==> config.mk <==
export PLATFORM = sky130hd
export DESIGN_NAME = button_toggle_mode_filter_core_flat
export DESIGN_NICKNAME = d
export VERILOG_FILES = /design/src/hw/rtl/btf_pkg.sv /design/src/hw/rtl/btf_req_if.sv /design/src/hw/rtl/btf_rsp_if.sv /design/src/hw/rtl/button_toggle_mode_filter_core.sv /design/src/flat_wrapper.sv
export SDC_FILE = /design/constraint.sdc
export NUM_CORES = 1
export LEC_CHECK = 0
export BUFFER_PORTS_ARGS = -buffer_cell sky130_fd_sc_hd__buf_4
export CAP_MARGIN = 10
export CORE_MARGIN = 1.5
export CORE_UTILIZATION = 40
export CTS_CLUSTER_DIAMETER = 60
export DETAILED_ROUTE_END_ITERATION = 16
export GPL_ROUTABILITY_DRIVEN = 0
export GPL_TIMING_DRIVEN = 0
export SYNTH_ARGS = -nofsm -noshare
export SYNTH_HDL_FRONTEND = slang
export SYNTH_SLANG_ARGS = --single-unit
==> constraint.sdc <==
create_clock -name clk -period 9.62 [get_ports clk]
set_input_delay 1.443 -clock clk [delete_from_list [all_inputs] [get_ports clk]]
set_output_delay 1.443 -clock clk [all_outputs]
set_load 0.02 [all_outputs]
==> src/hw/rtl/btf_pkg.sv <==
`timescale 1ns / 1ps

package btf_pkg;

	// Field widths of the command and result channels.
	localparam int CMD_W = 3;
	localparam int BTN_W = 5;
	localparam int KIND_W = 2;
	localparam int VAL_W = 2;
	localparam int MODE_W = 2;

	// Configuration port.
	localparam int CFG_IDX_W = 1;
	localparam int CFG_DATA_W = 6;
	localparam int COUNT_W = 6;

	localparam int MAX_BUTTONS_DEF = 32;

	localparam logic [CFG_IDX_W-1:0] REG_BUTTON_COUNT = 1'd0;
	localparam logic [CFG_IDX_W-1:0] REG_ALERTS_ENABLED = 1'd1;

	localparam logic [COUNT_W-1:0] BUTTON_COUNT_RST = 6'd32;

	// Command codes.
	localparam logic [CMD_W-1:0] CMD_SET_LEVEL = 3'd0;
	localparam logic [CMD_W-1:0] CMD_REPORT = 3'd1;
	localparam logic [CMD_W-1:0] CMD_SET_MOMENTARY = 3'd2;
	localparam logic [CMD_W-1:0] CMD_SET_TOGGLE = 3'd3;
	localparam logic [CMD_W-1:0] CMD_ALL_MOMENTARY = 3'd4;
	localparam logic [CMD_W-1:0] CMD_ALL_TOGGLE = 3'd5;

	// Button modes, also used as alert values.
	localparam logic [MODE_W-1:0] MODE_MOMENTARY = 2'd0;
	localparam logic [MODE_W-1:0] MODE_TOGGLE_OFF = 2'd1;
	localparam logic [MODE_W-1:0] MODE_TOGGLE_ON = 2'd2;

	// Result kinds.
	localparam logic [KIND_W-1:0] KIND_CHANGE = 2'd0;
	localparam logic [KIND_W-1:0] KIND_ALERT = 2'd1;
	localparam logic [KIND_W-1:0] KIND_ERROR = 2'd2;

endpackage

==> src/hw/rtl/btf_req_if.sv <==
`timescale 1ns / 1ps

interface btf_req_if
	import btf_pkg::*;
();
	logic valid;
	logic ready;
	logic [CMD_W-1:0] command;
	logic [BTN_W-1:0] button_index;
	logic level_or_state;

	modport source(output valid, output command, output button_index,
		output level_or_state, input ready);
	modport sink(input valid, input command, input button_index,
		input level_or_state, output ready);
endinterface

==> src/hw/rtl/btf_rsp_if.sv <==
`timescale 1ns / 1ps

interface btf_rsp_if
	import btf_pkg::*;
();
	logic valid;
	logic ready;
	logic [KIND_W-1:0] kind;
	logic [BTN_W-1:0] button_number;
	logic [VAL_W-1:0] value;
	logic last;

	modport source(output valid, output kind, output button_number,
		output value, output last, input ready);
	modport sink(input valid, input kind, input button_number,
		input value, input last, output ready);
endinterface

==> src/hw/rtl/button_toggle_mode_filter_core.sv <==
`timescale 1ns / 1ps

// Button latch with momentary and toggle modes. One command item is taken
// at a time; the block is not ready while an item is in work. Set-level,
// set-momentary and set-toggle act on a single button; the unused command
// codes change no state and give no result. Report, all-momentary and
// all-toggle walk the active buttons (button_count, limited to MAX_BUTTONS)
// one per cycle, unless a result waits for a full result path; a toggle
// button that emits both an alert and a change report is visited again for
// the report. The walk goes over the per-button state registers through a
// single read/write address. Results leave through a one-deep holding stage
// and an output register, so the last flag is known before the final result
// is shown.
module button_toggle_mode_filter_core
	import btf_pkg::*;
#(
	parameter int MAX_BUTTONS = MAX_BUTTONS_DEF
) (
	input logic clk,
	input logic arst_n,
	btf_req_if.sink req,
	btf_rsp_if.source rsp,
	input logic cfg_we,
	input logic [CFG_IDX_W-1:0] cfg_index,
	input logic [CFG_DATA_W-1:0] cfg_data
);

	localparam int IDXW = (MAX_BUTTONS > 1) ? $clog2(MAX_BUTTONS) : 1;
	localparam int CNTW = $clog2(MAX_BUTTONS + 1);

	localparam logic [1:0] ST_IDLE = 2'd0;
	localparam logic [1:0] ST_SINGLE = 2'd1;
	localparam logic [1:0] ST_SCAN = 2'd2;
	localparam logic [1:0] ST_FLUSH = 2'd3;

	logic [1:0] state_q;
	logic [CMD_W-1:0] cmd_q;
	logic [BTN_W-1:0] idx_q;
	logic bit_q;
	logic [CNTW-1:0] i_q;
	logic phase_q;

	logic [COUNT_W-1:0] count_q;
	logic alerts_q;

	logic lvl_now_q [MAX_BUTTONS];
	logic lvl_bef_q [MAX_BUTTONS];
	logic [MODE_W-1:0] mode_q [MAX_BUTTONS];

	logic pend_valid_q;
	logic [KIND_W-1:0] pend_kind_q;
	logic [BTN_W-1:0] pend_btn_q;
	logic [VAL_W-1:0] pend_val_q;

	logic rsp_valid_q;
	logic [KIND_W-1:0] rsp_kind_q;
	logic [BTN_W-1:0] rsp_btn_q;
	logic [VAL_W-1:0] rsp_val_q;
	logic rsp_last_q;

	logic [COUNT_W-1:0] cnt;
	logic [IDXW-1:0] addr;
	logic now_b;
	logic bef_b;
	logic [MODE_W-1:0] mode_b;
	logic [MODE_W-1:0] tgl_mode;
	logic [MODE_W-1:0] next_tgl;
	logic scan_end;
	logic idx_err;
	logic out_free;
	logic go;

	logic gen_valid;
	logic [KIND_W-1:0] gen_kind;
	logic [VAL_W-1:0] gen_val;
	logic [BTN_W-1:0] gen_btn;
	logic step_done;
	logic step_alert;
	logic lvl_now_we;
	logic lvl_bef_we;
	logic mode_we;
	logic [MODE_W-1:0] mode_wd;

	logic gen_fire;
	logic mv_mid;
	logic mv_flush;

	assign cnt = (count_q > COUNT_W'(MAX_BUTTONS)) ? COUNT_W'(MAX_BUTTONS) : count_q;
	assign addr = (state_q == ST_SCAN) ? i_q[IDXW-1:0] : idx_q[IDXW-1:0];
	assign now_b = lvl_now_q[addr];
	assign bef_b = lvl_bef_q[addr];
	assign mode_b = mode_q[addr];
	assign tgl_mode = bit_q ? MODE_TOGGLE_ON : MODE_TOGGLE_OFF;
	assign next_tgl = (mode_b == MODE_TOGGLE_ON) ? MODE_TOGGLE_OFF : MODE_TOGGLE_ON;
	assign scan_end = COUNT_W'(i_q) >= cnt;
	assign idx_err = COUNT_W'(idx_q) >= cnt;
	assign out_free = !rsp_valid_q || rsp.ready;
	assign gen_btn = (state_q == ST_SCAN) ? BTN_W'(i_q) : idx_q;

	// One button (or one single-button command) is evaluated per cycle, unless a result waits for a full result path.
	always_comb begin
		gen_valid = 1'b0;
		gen_kind = KIND_CHANGE;
		gen_val = '0;
		step_done = 1'b0;
		step_alert = 1'b0;
		lvl_now_we = 1'b0;
		lvl_bef_we = 1'b0;
		mode_we = 1'b0;
		mode_wd = mode_b;
		if (state_q == ST_SCAN && !scan_end) begin
			case (cmd_q)
				CMD_REPORT: begin
					if (mode_b == MODE_MOMENTARY) begin
						gen_valid = now_b != bef_b;
						gen_val = {1'b0, now_b};
						step_done = 1'b1;
					end else if (now_b && !bef_b) begin
						// A toggle with alerts on gives the alert first and the
						// change report after it.
						if (alerts_q && !phase_q) begin
							gen_valid = 1'b1;
							gen_kind = KIND_ALERT;
							gen_val = next_tgl;
							step_alert = 1'b1;
						end else begin
							gen_valid = 1'b1;
							gen_val = (mode_b == MODE_TOGGLE_ON) ? 2'd0 : 2'd1;
							mode_we = 1'b1;
							mode_wd = next_tgl;
							step_done = 1'b1;
						end
					end else begin
						step_done = 1'b1;
					end
					lvl_bef_we = step_done;
				end
				CMD_ALL_MOMENTARY: begin
					if (mode_b != MODE_MOMENTARY) begin
						mode_we = 1'b1;
						mode_wd = MODE_MOMENTARY;
						gen_valid = alerts_q;
						gen_kind = KIND_ALERT;
						gen_val = MODE_TOGGLE_OFF;
					end
					step_done = 1'b1;
				end
				CMD_ALL_TOGGLE: begin
					if (mode_b == MODE_MOMENTARY) begin
						mode_we = 1'b1;
						mode_wd = tgl_mode;
						gen_valid = alerts_q;
						gen_kind = KIND_ALERT;
						gen_val = tgl_mode;
					end
					step_done = 1'b1;
				end
				default: begin
					step_done = 1'b1;
				end
			endcase
		end else if (state_q == ST_SINGLE) begin
			if (idx_err) begin
				gen_valid = 1'b1;
				gen_kind = KIND_ERROR;
			end else begin
				case (cmd_q)
					CMD_SET_LEVEL: begin
						lvl_now_we = 1'b1;
					end
					CMD_SET_MOMENTARY: begin
						mode_we = 1'b1;
						mode_wd = MODE_MOMENTARY;
						gen_valid = alerts_q;
						gen_kind = KIND_ALERT;
						gen_val = MODE_TOGGLE_OFF;
					end
					CMD_SET_TOGGLE: begin
						mode_we = 1'b1;
						mode_wd = tgl_mode;
						gen_valid = alerts_q;
						gen_kind = KIND_ALERT;
						gen_val = tgl_mode;
					end
					default: begin
					end
				endcase
			end
		end
	end

	// A new result can be taken when the holding stage is empty or can pass
	// its item on to the output register.
	assign go = !gen_valid || !pend_valid_q || out_free;
	assign gen_fire = gen_valid && go;
	assign mv_mid = gen_fire && pend_valid_q;
	assign mv_flush = (state_q == ST_FLUSH) && pend_valid_q && out_free;

	assign req.ready = (state_q == ST_IDLE);

	always_ff @(posedge clk or negedge arst_n) begin
		if (!arst_n) begin
			state_q <= ST_IDLE;
			i_q <= '0;
			phase_q <= 1'b0;
		end else begin
			case (state_q)
				ST_IDLE: begin
					if (req.valid) begin
						i_q <= '0;
						phase_q <= 1'b0;
						if (req.command inside {CMD_REPORT, CMD_ALL_MOMENTARY,
							CMD_ALL_TOGGLE}) begin
							state_q <= ST_SCAN;
						end else if (req.command inside {CMD_SET_LEVEL,
							CMD_SET_MOMENTARY, CMD_SET_TOGGLE}) begin
							state_q <= ST_SINGLE;
						end else begin
							state_q <= ST_FLUSH;
						end
					end
				end
				ST_SINGLE: begin
					state_q <= ST_FLUSH;
				end
				ST_SCAN: begin
					if (scan_end) begin
						state_q <= ST_FLUSH;
					end else if (go) begin
						if (step_alert) begin
							phase_q <= 1'b1;
						end else if (step_done) begin
							phase_q <= 1'b0;
							i_q <= i_q + 1'b1;
						end
					end
				end
				ST_FLUSH: begin
					if (!pend_valid_q || out_free) begin
						state_q <= ST_IDLE;
					end
				end
				default: begin
					state_q <= ST_IDLE;
				end
			endcase
		end
	end

	always_ff @(posedge clk) begin
		if (req.valid && req.ready) begin
			cmd_q <= req.command;
			idx_q <= req.button_index;
			bit_q <= req.level_or_state;
		end
	end

	always_ff @(posedge clk or negedge arst_n) begin
		if (!arst_n) begin
			count_q <= BUTTON_COUNT_RST;
			alerts_q <= 1'b0;
		end else if (cfg_we) begin
			case (cfg_index)
				REG_BUTTON_COUNT: count_q <= cfg_data;
				REG_ALERTS_ENABLED: alerts_q <= cfg_data[0];
				default: begin
				end
			endcase
		end
	end

	always_ff @(posedge clk or negedge arst_n) begin
		if (!arst_n) begin
			for (int k = 0; k < MAX_BUTTONS; k++) begin
				lvl_now_q[k] <= 1'b0;
				lvl_bef_q[k] <= 1'b0;
				mode_q[k] <= MODE_MOMENTARY;
			end
		end else if (go) begin
			if (lvl_now_we) begin
				lvl_now_q[addr] <= bit_q;
			end
			if (lvl_bef_we) begin
				lvl_bef_q[addr] <= now_b;
			end
			if (mode_we) begin
				mode_q[addr] <= mode_wd;
			end
		end
	end

	always_ff @(posedge clk or negedge arst_n) begin
		if (!arst_n) begin
			pend_valid_q <= 1'b0;
			rsp_valid_q <= 1'b0;
		end else begin
			if (gen_fire) begin
				pend_valid_q <= 1'b1;
			end else if (mv_flush) begin
				pend_valid_q <= 1'b0;
			end
			if (mv_mid || mv_flush) begin
				rsp_valid_q <= 1'b1;
			end else if (rsp.ready) begin
				rsp_valid_q <= 1'b0;
			end
		end
	end

	always_ff @(posedge clk) begin
		if (gen_fire) begin
			pend_kind_q <= gen_kind;
			pend_btn_q <= gen_btn;
			pend_val_q <= gen_val;
		end
		if (mv_mid || mv_flush) begin
			rsp_kind_q <= pend_kind_q;
			rsp_btn_q <= pend_btn_q;
			rsp_val_q <= pend_val_q;
			rsp_last_q <= mv_flush;
		end
	end

	assign rsp.valid = rsp_valid_q;
	assign rsp.kind = rsp_kind_q;
	assign rsp.button_number = rsp_btn_q;
	assign rsp.value = rsp_val_q;
	assign rsp.last = rsp_last_q;

endmodule
==> src/flat_wrapper.sv <==
// flat-port wrapper written by rule: the top's interface ports become plain ports
module button_toggle_mode_filter_core_flat import btf_pkg::*;
#(
	parameter int MAX_BUTTONS = MAX_BUTTONS_DEF
)
  (clk, arst_n, cfg_we, cfg_index, cfg_data, req_valid, req_command, req_button_index, req_level_or_state, req_ready, rsp_valid, rsp_kind, rsp_button_number, rsp_value, rsp_last, rsp_ready);
  btf_req_if req_i ();
  btf_rsp_if rsp_i ();
  input logic clk;
  input logic arst_n;
  input logic cfg_we;
  input logic [CFG_IDX_W-1:0] cfg_index;
  input logic [CFG_DATA_W-1:0] cfg_data;
  input wire logic [$bits(req_i.valid)-1:0] req_valid;
  input wire logic [$bits(req_i.command)-1:0] req_command;
  input wire logic [$bits(req_i.button_index)-1:0] req_button_index;
  input wire logic [$bits(req_i.level_or_state)-1:0] req_level_or_state;
  output wire logic [$bits(req_i.ready)-1:0] req_ready;
  output wire logic [$bits(rsp_i.valid)-1:0] rsp_valid;
  output wire logic [$bits(rsp_i.kind)-1:0] rsp_kind;
  output wire logic [$bits(rsp_i.button_number)-1:0] rsp_button_number;
  output wire logic [$bits(rsp_i.value)-1:0] rsp_value;
  output wire logic [$bits(rsp_i.last)-1:0] rsp_last;
  input wire logic [$bits(rsp_i.ready)-1:0] rsp_ready;
  assign req_i.valid = req_valid;
  assign req_i.command = req_command;
  assign req_i.button_index = req_button_index;
  assign req_i.level_or_state = req_level_or_state;
  assign req_ready = req_i.ready;
  assign rsp_valid = rsp_i.valid;
  assign rsp_kind = rsp_i.kind;
  assign rsp_button_number = rsp_i.button_number;
  assign rsp_value = rsp_i.value;
  assign rsp_last = rsp_i.last;
  assign rsp_i.ready = rsp_ready;
  button_toggle_mode_filter_core #(.MAX_BUTTONS(MAX_BUTTONS)) u_core (.clk(clk), .arst_n(arst_n), .req(req_i), .rsp(rsp_i), .cfg_we(cfg_we), .cfg_index(cfg_index), .cfg_data(cfg_data));
endmodule
==> impl.org, run 1 <==
** Timing
- For the pin with the worst max-slew slack, the measured transition is 1111 ps.
- Setup repair after global routing left no endpoint under its margin.
- The smallest clock period supported by the final layout is computed as 6707 ps.
- The count of pins over their slew limit came to 0.
- After routing, the total negative slack on setup checks comes to 0 ps.
- Count of final setup violators :: 0
- For the final database, setup skew stands at 14.78 ps.
- Max-slew headroom at the worst pin :: 25.24%
- Ratio of final minimum period to clock period :: 69.72%
- Achievable Freq :: 149.1 MHz
- The hold violation total from the final report came to 0.

** Worst setup path
- For the worst setup path, the data arrival time is 7080 ps.
- Of all nets on the critical path, the largest fanout is 10.
- Required time at the worst-slack endpoint :: 10000 ps
- Worst setup EP type :: flip-flop
- Kind of launch point of the worst setup path :: flip-flop
- The critical path in this run is classified as reg -> reg.

** Synth
- Post-Synthesis Cells :: 865
- After synthesis, the mean cell area works out to 11.10 µm².
- Share of Yosys cell area claimed by the top area cell type :: 37.78%
- Register bit count reported by yosys :: 174
- In this run the cell area of the synthesized design comes to 9604 µm².
- In the synthesized netlist the dominant register cell turns out to be sky130_fd_sc_hd__dfrtp_1.
- Number of distinct library cell variants in the gate-level netlist after synthesis :: 81
- Seq/Total Area, Yosys :: 46.81%
- By area the synthesized netlist is led by sky130_fd_sc_hd__dfrtp_1 (38%), sky130_fd_sc_hd__mux2_2 (9.7%), sky130_fd_sc_hd__edfxtp_1 (8.8%), sky130_fd_sc_hd__mux2_1 (6.2%), sky130_fd_sc_hd__mux4_2 (4.7%).
- Async set-reset flop share out of synthesis :: 83.91%
- Yosys warning total :: 0
- Dominant cell type by area after synthesis :: sky130_fd_sc_hd__dfrtp_1
- Synthesis produced a netlist with a net count of 905.
- Number of synthesized flops with an enable pin :: 28

** Floorplanning
- Ports placed on the boundary :: 33
- The die is 158.0 µm wide.
- After floorplanning, the core was sized to cover 23540 µm².
- In this run the core area contains 56 standard-cell rows.
- The die is 158.0 µm tall.
- The floorplan step defined a die boundary enclosing 24950 µm².
- The initial utilization of the core area, before any placement, comes to 40.80%.

** CTS
- At the later pin of the worst-skew pair, clock insertion delay measures 440 ps.
- The clock net in this run drives a total of 174 sinks.
- Clk pin slew, worst setup/hold paths :: 70 ps
- Counting along the longest clock path gives a buffer depth of 2.
- TritonCTS clock tree :: built
- Total setup buffers inserted after CTS :: 0
- Post-cts gate resize count :: 0
- The cell sitting at the root of the clock tree is a sky130_fd_sc_hd__clkbuf_16.
- Hold bufs inserted after CTS :: 0
- The H-tree generated during clock tree synthesis spans 4 levels.
- TritonCTS buffer count :: 17

** Place
- Area of placed instances :: 10270 µm²
- Once detailed placement completed, the half-perimeter wirelength came to 18970 µm.
- IO Port Bufs :: 32

** Global routing
- For this run, the total global-route usage over all layers was measured as 22.56%.
- Wire length of the first global-routing pass :: 41790 µm
- The number of global-route vias before repair came to 7099.
- Global-route congestion overflow total :: 0
- met2 is the most crowded layer.
- Global routing used 31.41% of the available met1 tracks.
- In the global route stage, met2 resource usage came out at 34.92%.
- Entering global routing, the biggest net connects 97 pins.
- The initial antenna violation count is 0.
- In the global route stage, met3 resource usage came out at 4.380%.

** Detailed routing
- In the routed design, unresolved DRC markers number 0.
- The detailed router placed 7239 vias in this run.
- Detailed-route wire length :: 26870 µm
- The pre-antenna-repair detailed-routing pass consisted of 5 iterations.
- Dividing the detail-routed wire length by the instance count gives 21.51 µm.
- The first routing iteration left 602 violations.
- Post-DRT Antenna Nets :: 0
- After detailed routing, the number of vias per cell comes to 5.796.

** Layout
- Core occupancy in the finished layout :: 46.30%
- Finished Cell Area :: 10900 µm²
- ANT cells :: 0
- The post-route netlist has 21.61% of its cells at a drive strength greater than 1.
- Area added between synthesis and finish :: 13.50%
- For this run, the post-layout net count is 957.

** Pwr
- Power spread over the standard cell area amounts to 262.8 nW/µm².
- In this run the static leakage power is 4.720 nW.
- After layout, the design draws a total of 2.865 mW.
- VDD sags by at most 0.1265 mV.

** Status
- The flow ran to the end, and the final reports show no timing, DRC or antenna violations.

** Min path
- The worst hold path belongs to the class reg -> reg.

** Flow run
- Max-cap violations :: 0
final timing paths:
check	from	to	slack, ps	cells after the start
min in group asynchronous	arst_n	u_core.count_q[3]	950	1
min reg2reg	u_core.pend_val_q[0]	u_core.rsp.value[0]	420	0
min	u_core.pend_val_q[0]	u_core.rsp.value[0]	420	0
max reg2reg	u_core.state_q[0]	u_core.mode_q[18]	2910	20
max in group asynchronous	arst_n	u_core.lvl_bef_q[19]	7790	2
max	u_core.state_q[0]	u_core.mode_q[18]	2910	20
synth_stat cells, types with 12 or more instances:
| library cell | n |
|---|---|
| sky130_fd_sc_hd__edfxtp_1 | 28 |
| sky130_fd_sc_hd__nand2_1 | 85 |
| sky130_fd_sc_hd__ha_1 | 19 |
| sky130_fd_sc_hd__nor3_1 | 24 |
| sky130_fd_sc_hd__o22ai_1 | 13 |
| sky130_fd_sc_hd__nand2b_1 | 19 |
| sky130_fd_sc_hd__a31oi_1 | 13 |
| sky130_fd_sc_hd__o21ai_0 | 26 |
| sky130_fd_sc_hd__mux2_1 | 53 |
| sky130_fd_sc_hd__nor2_1 | 87 |
| sky130_fd_sc_hd__clkbuf_1 | 40 |
| sky130_fd_sc_hd__mux4_2 | 20 |
| sky130_fd_sc_hd__dfrtp_1 | 145 |
| sky130_fd_sc_hd__inv_1 | 17 |
| sky130_fd_sc_hd__nor2b_1 | 12 |
| sky130_fd_sc_hd__mux2_2 | 83 |
cell type report:
cell class / instances / area (µm²)
Tap cell: 319 / 399.1
Inverter: 19 / 73.82
Fill cell: 2226 / 12640
Clock inverter: 15 / 200.2
Timing Repair Buffer: 33 / 271.5
Buffer: 58 / 262.8
Sequential cell: 174 / 4496
Multi-Input combinational cell: 614 / 4772
Clock buffer: 17 / 425.4
routing by layer:
metal	vias to the layer above	wire length, µm
met4	0	712
met5	-	0
met3	54	1676
met2	240	12290
li1	3296	-
met1	3649	12190
state kept, by name, indices dropped and copies added (netlist names), 2 cells and up:
register and cells:
u_core.cmd_q 3, u_core.count_q 6, u_core.i_q 6, u_core.idx_q 5
u_core.lvl_bef_q 32, u_core.lvl_now_q 32, u_core.mode_q 64, u_core.pend_btn_q 5
u_core.pend_kind_q 2, u_core.pend_val_q 2, u_core.rsp.button_number 5, u_core.rsp.kind 2
u_core.rsp.value 2, u_core.state_q 2
critical path: stages (launching register included):
cell and delay (ps):
sky130_fd_sc_hd__dfrtp_1 410, sky130_fd_sc_hd__inv_1 120, sky130_fd_sc_hd__ha_1 330, sky130_fd_sc_hd__buf_4 230, sky130_fd_sc_hd__mux2i_2 130, sky130_fd_sc_hd__inv_2 220, sky130_fd_sc_hd__buf_2 340, sky130_fd_sc_hd__buf_1 650
sky130_fd_sc_hd__mux4_2 380, sky130_fd_sc_hd__o22ai_1 70, sky130_fd_sc_hd__nor4_1 870, sky130_fd_sc_hd__clkbuf_1 410, sky130_fd_sc_hd__ha_1 340, sky130_fd_sc_hd__nand2b_1 120, sky130_fd_sc_hd__nor2_1 120, sky130_fd_sc_hd__nand3_1 90
sky130_fd_sc_hd__a31oi_1 150, sky130_fd_sc_hd__nor2_1 60, sky130_fd_sc_hd__a211oi_1 690, sky130_fd_sc_hd__clkbuf_1 600, sky130_fd_sc_hd__mux2_2 270
cells in the final DEF, fill, tap and decap left out, types with 20 or more instances in the layout:
| cell | netlist | layout |
|---|---|---|
| sky130_fd_sc_hd__mux4_2 | 20 | 20 |
| sky130_fd_sc_hd__mux2_2 | 83 | 83 |
| sky130_fd_sc_hd__o21ai_0 | 26 | 26 |
| sky130_fd_sc_hd__nor3_1 | 24 | 24 |
| sky130_fd_sc_hd__mux2_1 | 53 | 53 |
| sky130_fd_sc_hd__buf_4 | 3 | 34 |
| sky130_fd_sc_hd__edfxtp_1 | 28 | 28 |
| sky130_fd_sc_hd__clkbuf_1 | 40 | 40 |
| sky130_fd_sc_hd__nor2_1 | 87 | 87 |
| sky130_fd_sc_hd__dfrtp_1 | 145 | 145 |
| sky130_fd_sc_hd__nand2_1 | 85 | 85 |
report_power, final:
part | switching (mW) | internal, mW
clock | 0.330 | 0.398
sequential | 0.0785 | 0.905
combinational | 0.774 | 0.378
logic make-up after synthesis:
family	synth area share [%]
compound gates	9.159
xor+xnor	0.09121
fa+ha+maj	2.475
buf+inv	3.504
flops	46.81
mux	21.95
simple gates	16.01
stage by stage:
step	cells	hold WS, ps	setup slack (ps)
2_1_floorplan	865	400.3	4673
3_3_place_gp	1216	401.6	2960
3_5_place_dp	1217	405.2	3007
4_1_cts	1249	425.3	2992
5_1_grt	1249	434.3	2430
6_report	1249	423.3	2913
(Power assumes the default switching activity.)
==> run 2: changes to the inputs <==
--- a/config.mk
+++ b/config.mk
@@ -5,6 +5,7 @@
 export SDC_FILE = /design/constraint.sdc
 export NUM_CORES = 1
 export LEC_CHECK = 0
+export ABC_AREA = 1
 export BUFFER_PORTS_ARGS = -buffer_cell sky130_fd_sc_hd__buf_4
 export CAP_MARGIN = 10
 export CORE_MARGIN = 1.5
==> constraint.sdc (replaced) <==
create_clock -name clk -period 5.8 [get_ports clk]
set_input_delay 0.87 -clock clk [delete_from_list [all_inputs] [get_ports clk]]
set_output_delay 0.87 -clock clk [all_outputs]
set_load 0.02 [all_outputs]
==> run 2 against run 1 <==
Net effect: flip-flop and latch count did not move; maximum frequency rose by 26%; worst hold slack got worse by 37 ps.
==> impl.org, run 2 <==
** Status
- The run finished with clean final reports.

** Pwr
- The clock network accounts for 26.4% of the total power.
- Maximum vdd ir drop :: 0.2087 mV
- Total Power Consumption :: 4.729 mW
- LEAKAGE :: 5.363 nW
- Summed over all nets, the switching power comes to 2.021 mW.
- The internal portion of the total power is 2.708 mW.
- Share of total power in sequential cells :: 33.4%
- Power spread over the standard cell area amounts to 443.0 nW/µm².
- Relative contribution of combinational cells to total power :: 40.2%
- Switching portion of total power :: 42.74%

** CTS
- Clock-pin slew was measured on the worst setup and hold paths at 70 ps.
- Clk_lat worst skew :: 440 ps
- CTS Buffer Depth :: 2
- TritonCTS buffer count :: 17
- Library cell used as clock root buffer :: sky130_fd_sc_hd__clkbuf_16
- Gates resized during post-CTS repair numbered 0.
- For this design, the CTS-stage hold fixing added 0 buffers.
- TritonCTS clock tree :: built
- Buffers added to address setup during post-CTS repair amount to 0.
- For this design, the sink count on the clock tree is 174.
- CTS H-Tree Depth :: 4

** Global routing
- Antenna violations before repair :: 0
- Global-route congestion overflow total :: 0
- Across every metal layer, demand over resource in global routing totals 21.87%.
- Number of global-route vias before repair :: 7754
- Wire length of the first global-routing pass :: 41240 µm
- Entering global routing, the biggest net connects 92 pins.

** Synth
- For this run, the number of Yosys warnings is 0.
- Dominant cell type by area after synthesis :: sky130_fd_sc_hd__dfrtp_1
- The cell area that synthesis handed to floorplanning was 9375 µm².
- Synthesis produced a netlist whose cell count is 1234.
- Most used flip-flop cell after synthesis :: sky130_fd_sc_hd__dfrtp_1
- Share of Yosys cell area claimed by the top area cell type :: 38.70%
- The number of nets in the synthesized netlist is 1274.
- In this run, synthesis inferred 28 flip-flops with an integrated enable.
- By instance count, the leading cell after synthesis is sky130_fd_sc_hd__nand2_1.
- After synthesis the netlist holds a flip-flop and latch count of 174.
- Ranked by total cell area, the synthesized netlist is headed by sky130_fd_sc_hd__dfrtp_1 (39%), sky130_fd_sc_hd__nand2_1 (22%), sky130_fd_sc_hd__edfxtp_1 (9.0%), sky130_fd_sc_hd__o21ai_0 (3.5%), sky130_fd_sc_hd__nand3_2 (3.3%).
- Seq/Total Area, Yosys :: 47.95%
- Most instantiated cells after synthesis :: sky130_fd_sc_hd__nand2_1 (537), sky130_fd_sc_hd__dfrtp_1 (145), sky130_fd_sc_hd__inv_1 (82), sky130_fd_sc_hd__nor2_1 (77), sky130_fd_sc_hd__o21ai_0 (66)
- A synthesized cell averages 7.597 µm².
- The number of different library cells used by synthesis comes to 39.
- For this run, asynchronously set or reset flops after synthesis account for 83.91%.

** Floorplanning
- Ports placed on the boundary :: 33
- The floorplan has 55 rows.
- For this configuration, the core starts out at a cell density of 41.04%.
- Core Footprint :: 22850 µm²
- Chip Height :: 156.1 µm
- Die Span X :: 156.1 µm
- The floorplan step defined a die boundary enclosing 24370 µm².

** Timing
- Time the final worst path needs with I/O delays and setup :: 5307 ps
- After routing, the total negative slack on setup checks comes to 0 ps.
- Transition time at the pin with the least slew margin :: 710.8 ps
- Derived from the worst setup path, the maximum achievable clock frequency is 188.4 MHz.
- Number of endpoints with negative hold slack in the final report :: 0
- Ratio of final minimum period to clock period :: 91.51%
- Setup violations remaining at the end of the flow were counted as 0.
- Fin. max-slew vios :: 0
- Max-slew headroom at the worst pin :: 52.61%
- Final clock skew :: 12.00 ps
- Unrepaired setup endpoints after global routing :: no

** Worst setup path
- Delay-heaviest family, CP :: buffers and inverters
- On the worst path, the slowest cell contributes a delay of 470 ps.
- Walking the worst path, the cells encountered are inv_1 > ha_1 > o21ai_1 > buf_2 > buf_2 > nand2_1 > clkbuf_2 > clkbuf_1 > o22ai_1 > o21ai_0 > nand4_1 > or2_2 > ha_1 > nand3_1 > nand3_1 > nand3_2 > nand2_4 > nand2_1 > inv_1 > a21oi_1 > inv_2.
- Worst setup EP type :: flip-flop
- Critical path type :: reg -> reg
- Depth of the worst register-to-register path :: 21
- Setup slack on the worst reg-to-reg path comes out at 490 ps.
- The largest individual stage delay along the critical path comes from the cell sky130_fd_sc_hd__clkbuf_1.
- Together, buffers and inverters on the worst path number 7.
- The worst register-to-register path begins at u_core.state_q[0].
- Reg2Reg Capture Point :: u_core.rsp.button_number[1]
- CP max FO :: 10
- Kind of launch point of the worst setup path :: flip-flop
- At the worst endpoint, the required time is 5930 ps.
- For the worst setup path, the data arrival time is 5440 ps.

** Place
- Counting tap cells, the placed design contains a total of 1581 instances.
- Summed over all nets, the half-perimeter wirelength after detailed placement is 18180 µm.
- During placement, the flow inserted port buffers numbering 32.
- The placed instances occupy a cell area of 10040 µm².

** Detailed routing
- For this run, the detailed router's first-pass iteration total came to 5.
- The count of nets left with antenna violations once routing finished came out at 0.
- Detailed-route wire length :: 25210 µm
- Across all layers, the routed design uses 8068 vias.
- Iteration-0 DRC Markers :: 635
- For this run, design rule violations remaining after detail routing come to 0.
- Wire length per cell after detailed routing :: 15.65 µm
- Dividing the detail-routed via count by the number of cells gives 5.008.

** Layout
- From synthesis to final layout, the design area changed by 13.87%.
- The library cell used most frequently in the layout, excluding fill and tap cells, is sky130_fd_sc_hd__nand2_1.
- Top library cells by usage in the layout, fill and taps aside :: sky130_fd_sc_hd__nand2_1 (537), sky130_fd_sc_hd__dfrtp_1 (145), sky130_fd_sc_hd__inv_1 (81)
- The repair_antennas step left the layout with diodes totalling 0.
- Top Registers :: u_core.mode_q (64), u_core.lvl_bef_q (32), u_core.lvl_now_q (32)
- The finished cells cover 10680 µm².
- Share of layout cells above drive strength 1 :: 14.02%
- Post-Layout Cell Count :: 1611
- Measured on the finished design, the core utilization comes to 46.73%.
- After the last flow step, the layout net total stands at 1325.
- Counting flops per register, the top entry is u_core.mode_q.
- Number of flip-flops in the largest register :: 64

** Min path
- The path class of the tightest hold or removal check is in -> async.

** Flow run
- Max-cap violations :: 0
==> run 2: cell count changes in the layout (fill, tap and decap cells not counted), sizes merged, moves of 12 or more <==
| cell | change |
|---|---|
| clkbuf | -18 |
| inv | +102 |
| mux2 | -132 |
| o22ai | +19 |
| nand2 | +457 |
| mux4 | -20 |
| nand3 | +55 |
| nor3 | -18 |
| o21ai | +82 |
| nor2b | -12 |
| nand2b | -20 |
==> run 2: how the worst max path moves through the flow <==
stage	from	to	slack, ps	cells past startpoint
after floorplan	u_core.state_q[0]	u_core.rsp.button_number[0]	1440	23
after global placement	u_core.state_q[0]	u_core.rsp.button_number[0]	-50	23
after detailed placement	u_core.state_q[0]	u_core.rsp.button_number[0]	-40	23
after CTS	u_core.state_q[0]	u_core.rsp.button_number[1]	90	23
after global routing	u_core.state_q[0]	u_core.mode_q[31]	70	29
final	u_core.state_q[0]	u_core.rsp.button_number[1]	490	21
==> run 2: cell type report <==
cell class,count,area [µm²]
Clock buffer,17,425.4
Multi-Input combinational cell,896,4185
Fill cell,2288,12170
Buffer,44,260.3
Sequential cell,174,4496
Inverter,118,442.9
Clock inverter,15,197.7
Timing Repair Buffer,34,276.5
Tap cell,313,391.6
==> run 2: cell families (layout without fill, tap and decap cells) <==
group           count (synthesis)  in the layout  synth area share, %
xor+xnor                        4              4               0.3738
mux                             4              4               0.4804
buf+inv                       164            228                7.447
compound gates                164            164                9.703
fa+ha+maj                      19             19                2.536
simple gates                  705            705                31.51
flops                         174            174                47.95
==> run 2: per-stage QoR <==
step	hold WS (ps)	worst slack, ps
after floorplan	400.3	1445
after global placement	402.8	-54.88
after detailed placement	404.5	-35.04
after CTS	401.0	87.58
after global routing	415.5	68.63
final	386.8	492.5
==> run 2: power by group through the flow <==
stage,clock network [mW],registers (mW),logic (mW)
after global placement,0,1.60,1.86
after global routing,1.31,1.61,2.12
after detailed placement,0,1.60,1.88
after CTS,1.26,1.58,1.89
final,1.25,1.58,1.90
after floorplan,0,1.61,1.24
==> run 2: per-layer routing <==
layer,track usage (%),wire length (µm)
met4,8.163,649
met5,0,0
met2,33.21,11010
met3,3.222,1419
met1,31.49,12130
==> run 3: changes to the inputs <==
--- a/config.mk
+++ b/config.mk
@@ -14,6 +14,7 @@
 export DETAILED_ROUTE_END_ITERATION = 16
 export GPL_ROUTABILITY_DRIVEN = 0
 export GPL_TIMING_DRIVEN = 0
+export MAX_ROUTING_LAYER = met4
 export SYNTH_ARGS = -nofsm -noshare
 export SYNTH_HDL_FRONTEND = slang
 export SYNTH_SLANG_ARGS = --single-unit
==> run 3 against run 2 <==
Net effect: worst hold slack is essentially flat; via count up 0.57%; sequential share of layout area unchanged; worst setup slack worse by 26 ps; die area stayed put; sequential power about the same; maximum frequency shrank 0.48%; total power down 0.10%; largest cell class unchanged.
==> impl.org, run 3 (synthesized netlist as in run 2, its figures left out) <==
** Status
- Result of the run :: completed

** Detailed routing
- Wire length per cell after detailed routing :: 15.68 µm
- After detailed routing, the number of remaining DRC violations is 0.
- DR vias :: 8114
- Post-DRT Antenna Nets :: 0
- In the routed layout, each cell is associated on average with a via count of 5.037.
- Before antenna repair, the detailed router went through 5 iterations.
- The detailed router finished its first iteration with 686 violations.
- Summed over all layers, the routed wires come to 25270 µm.

** Layout
- Final-layout fill cell count :: 2288
- Post-Layout Cell Count :: 1611
- Most common library cell in the layout ignoring fill and taps :: sky130_fd_sc_hd__nand2_1
- Total number of nets in the final design :: 1325
- Of the cells placed in the final design, the portion with a size suffix greater than 1 is 14.02%.
- Cells fill 46.73% of the core in the end.
- The top cell types in the final layout, fill and taps aside, are sky130_fd_sc_hd__nand2_1 (537), sky130_fd_sc_hd__dfrtp_1 (145), sky130_fd_sc_hd__inv_1 (81).
- ANT cells :: 0
- Summing all multi-input logic gate instances after layout gives 4185 µm².
- Relative to the synthesized area, the layout overhead comes to 13.87%.
- The register with the most flip-flops in the layout has 64 of them.
- Top Registers :: u_core.mode_q (64), u_core.lvl_bef_q (32), u_core.lvl_now_q (32)
- In the final layout, flip-flops and latches occupy 4496 µm².
- Most flop-heavy register :: u_core.mode_q

** Timing
- Ratio of final minimum period to clock period :: 91.95%
- Final clock skew :: 10.17 ps
- Setup repair after global routing left no endpoint under its margin.
- Timing would allow up to 187.5 MHz.
- Fin Setup TNS :: 0 ps
- For the finished layout, the period the worst path requires is 5333 ps.
- Setup violations remaining at the end of the flow were counted as 0.
- At the pin with the least slew margin, the transition time is 686.2 ps.
- The count of pins over their slew limit came to 0.
- The hold violation total from the final report was 0.
- Max-slew headroom at the worst pin :: 54.26%

** Pwr
- Cell area power density :: 442.6 nW/µm²
- Maximum vdd ir drop :: 0.2080 mV
- Share of total power in sequential cells :: 33.4%
- Net switching power of the design :: 2.017 mW
- LEAKAGE :: 5.363 nW
- Combinational cells account for 40.2% of the total power.
- Clock network fraction of total power :: 26.3%
- Net switching is 42.68% of the power.
- The design draws 4.724 mW.
- The internal power of the cells totals 2.708 mW.

** Worst setup path
- CP max FO :: 10
- Worst path arrival time :: 5470 ps
- STA classifies the critical path startpoint as a flip-flop.
- Critical path type :: reg -> reg
- At the worst endpoint, the required time is 5930 ps.
- The worst setup path is captured at a flip-flop.

** Place
- In this run, placement finished with an instance count of 1581.
- Input and output buffers added on the ports amount to 32.
- Detailed placement ended at an HPWL of 18180 µm.

** Global routing
- GRT Overall Usage :: 22.50%
- Entering global routing, the biggest net connects 92 pins.
- Wire length of the first global-routing pass :: 41240 µm
- After global routing the overflow that remains totals 0.
- Antenna violations before repair :: 0
- The number of global-route vias before repair came to 7766.

** CTS
- TritonCTS buffer count :: 17
- No sink is reached through more buffers than the 2 on the longest clock path.
- The clock net in this run drives a total of 174 sinks.
- The later pin in the worst-skew pair is clocked with a latency of 440 ps.
- CTS H-Tree Depth :: 4
- TritonCTS clock tree :: built
- Clk pin slew, worst setup/hold paths :: 70 ps
- For this design, the CTS-stage hold fixing added 0 buffers.
- The number of setup buffers added after CTS is 0.
- The tree is rooted in a sky130_fd_sc_hd__clkbuf_16.

** Floorplanning
- Measured along the x axis, the die boundary spans 156.1 µm.
- Initial standard-cell utilization of the core :: 41.04%
- Rows :: 55
- Core Footprint :: 22850 µm²
- The floorplan step defined a die boundary enclosing 24370 µm².
- 33 I/O pins were placed.
- From bottom edge to top edge, the die measures 156.1 µm.

** Min path
- Worst Hold Class :: in -> async

** Flow run
- Max-cap violations in this run came to 0.
run 3: cell counts in the layout (fill, tap and decap cells not counted):
Identical to the previous run, type by type.
run 3: worst paths after layout:
kind / start / to / slack [ps] / cells past startpoint
setup reg to reg: u_core.state_q[0] / u_core.rsp.button_number[1] / 470 / 21
hold reg to reg: u_core.pend_val_q[1] / u_core.rsp.value[1] / 420 / 0
hold / removal: arst_n / u_core.count_q[4] / 390 / 1
max in group asynchronous: arst_n / u_core.lvl_bef_q[3] / 4550 / 2
setup / recovery: u_core.state_q[0] / u_core.rsp.button_number[1] / 470 / 21
min in group clk: u_core.pend_val_q[1] / u_core.rsp.value[1] / 420 / 0
run 3: power by group through the flow:
stage | registers [mW] | clock network [mW] | logic, mW
2_1_floorplan | 1.61 | 0 | 1.24
3_3_place_gp | 1.60 | 0 | 1.86
3_5_place_dp | 1.60 | 0 | 1.88
4_1_cts | 1.58 | 1.26 | 1.89
5_1_grt | 1.61 | 1.31 | 2.12
6_report | 1.58 | 1.24 | 1.90
run 3: worst max-delay path: stages, from the launching register on:
cell,delay [ps]
sky130_fd_sc_hd__dfrtp_1,440
sky130_fd_sc_hd__inv_1,110
sky130_fd_sc_hd__ha_1,370
sky130_fd_sc_hd__o21ai_1,180
sky130_fd_sc_hd__buf_2,230
sky130_fd_sc_hd__buf_2,250
sky130_fd_sc_hd__nand2_1,250
sky130_fd_sc_hd__clkbuf_2,330
sky130_fd_sc_hd__clkbuf_1,470
sky130_fd_sc_hd__o22ai_1,140
sky130_fd_sc_hd__o21ai_0,240
sky130_fd_sc_hd__nand4_1,130
sky130_fd_sc_hd__or2_2,310
sky130_fd_sc_hd__ha_1,280
sky130_fd_sc_hd__nand3_1,90
sky130_fd_sc_hd__nand3_1,120
sky130_fd_sc_hd__nand3_2,170
sky130_fd_sc_hd__nand2_4,180
sky130_fd_sc_hd__nand2_1,100
sky130_fd_sc_hd__inv_1,280
sky130_fd_sc_hd__a21oi_1,160
sky130_fd_sc_hd__inv_2,200
run 3: what timing repair did:
action,in CTS,in global routing
gates resized for setup,0,16
setup endpoints to repair,10,70
cloned,0,0
pin swaps,0,0
run 3: layout make-up:
cell class / count / share of cell area, %
Clock inverter: 15 / 1.852
Sequential cell: 174 / 42.11
Inverter: 118 / 4.149
Buffer: 44 / 2.438
Tap cell: 313 / 3.669
Multi-Input combinational cell: 896 / 39.21
Timing Repair Buffer: 34 / 2.590
Clock buffer: 17 / 3.985
run 3: stage by stage:
step | area [µm²] | hold WS [ps] | setup slack, ps
global route | 10680 | 416.5 | 68.66
detailed placement | 10040 | 404.5 | -35.04
finish | 10680 | 386.7 | 467.0
global placement | 10010 | 402.8 | -54.88
CTS | 10660 | 401.0 | 87.58
floorplan | 9375 | 400.3 | 1445
run 3: metal layers:
| layer | global-route usage, % | routed length (µm) | share of wire, % |
|---|---|---|---|
| met1 | 31.55 | 12200 | 48 |
| met2 | 33.16 | 11040 | 44 |
| met3 | 3.111 | 1411 | 5.6 |
| met4 | 8.163 | 618 | 2.4 |
| met5 | - | 0 | 0 |
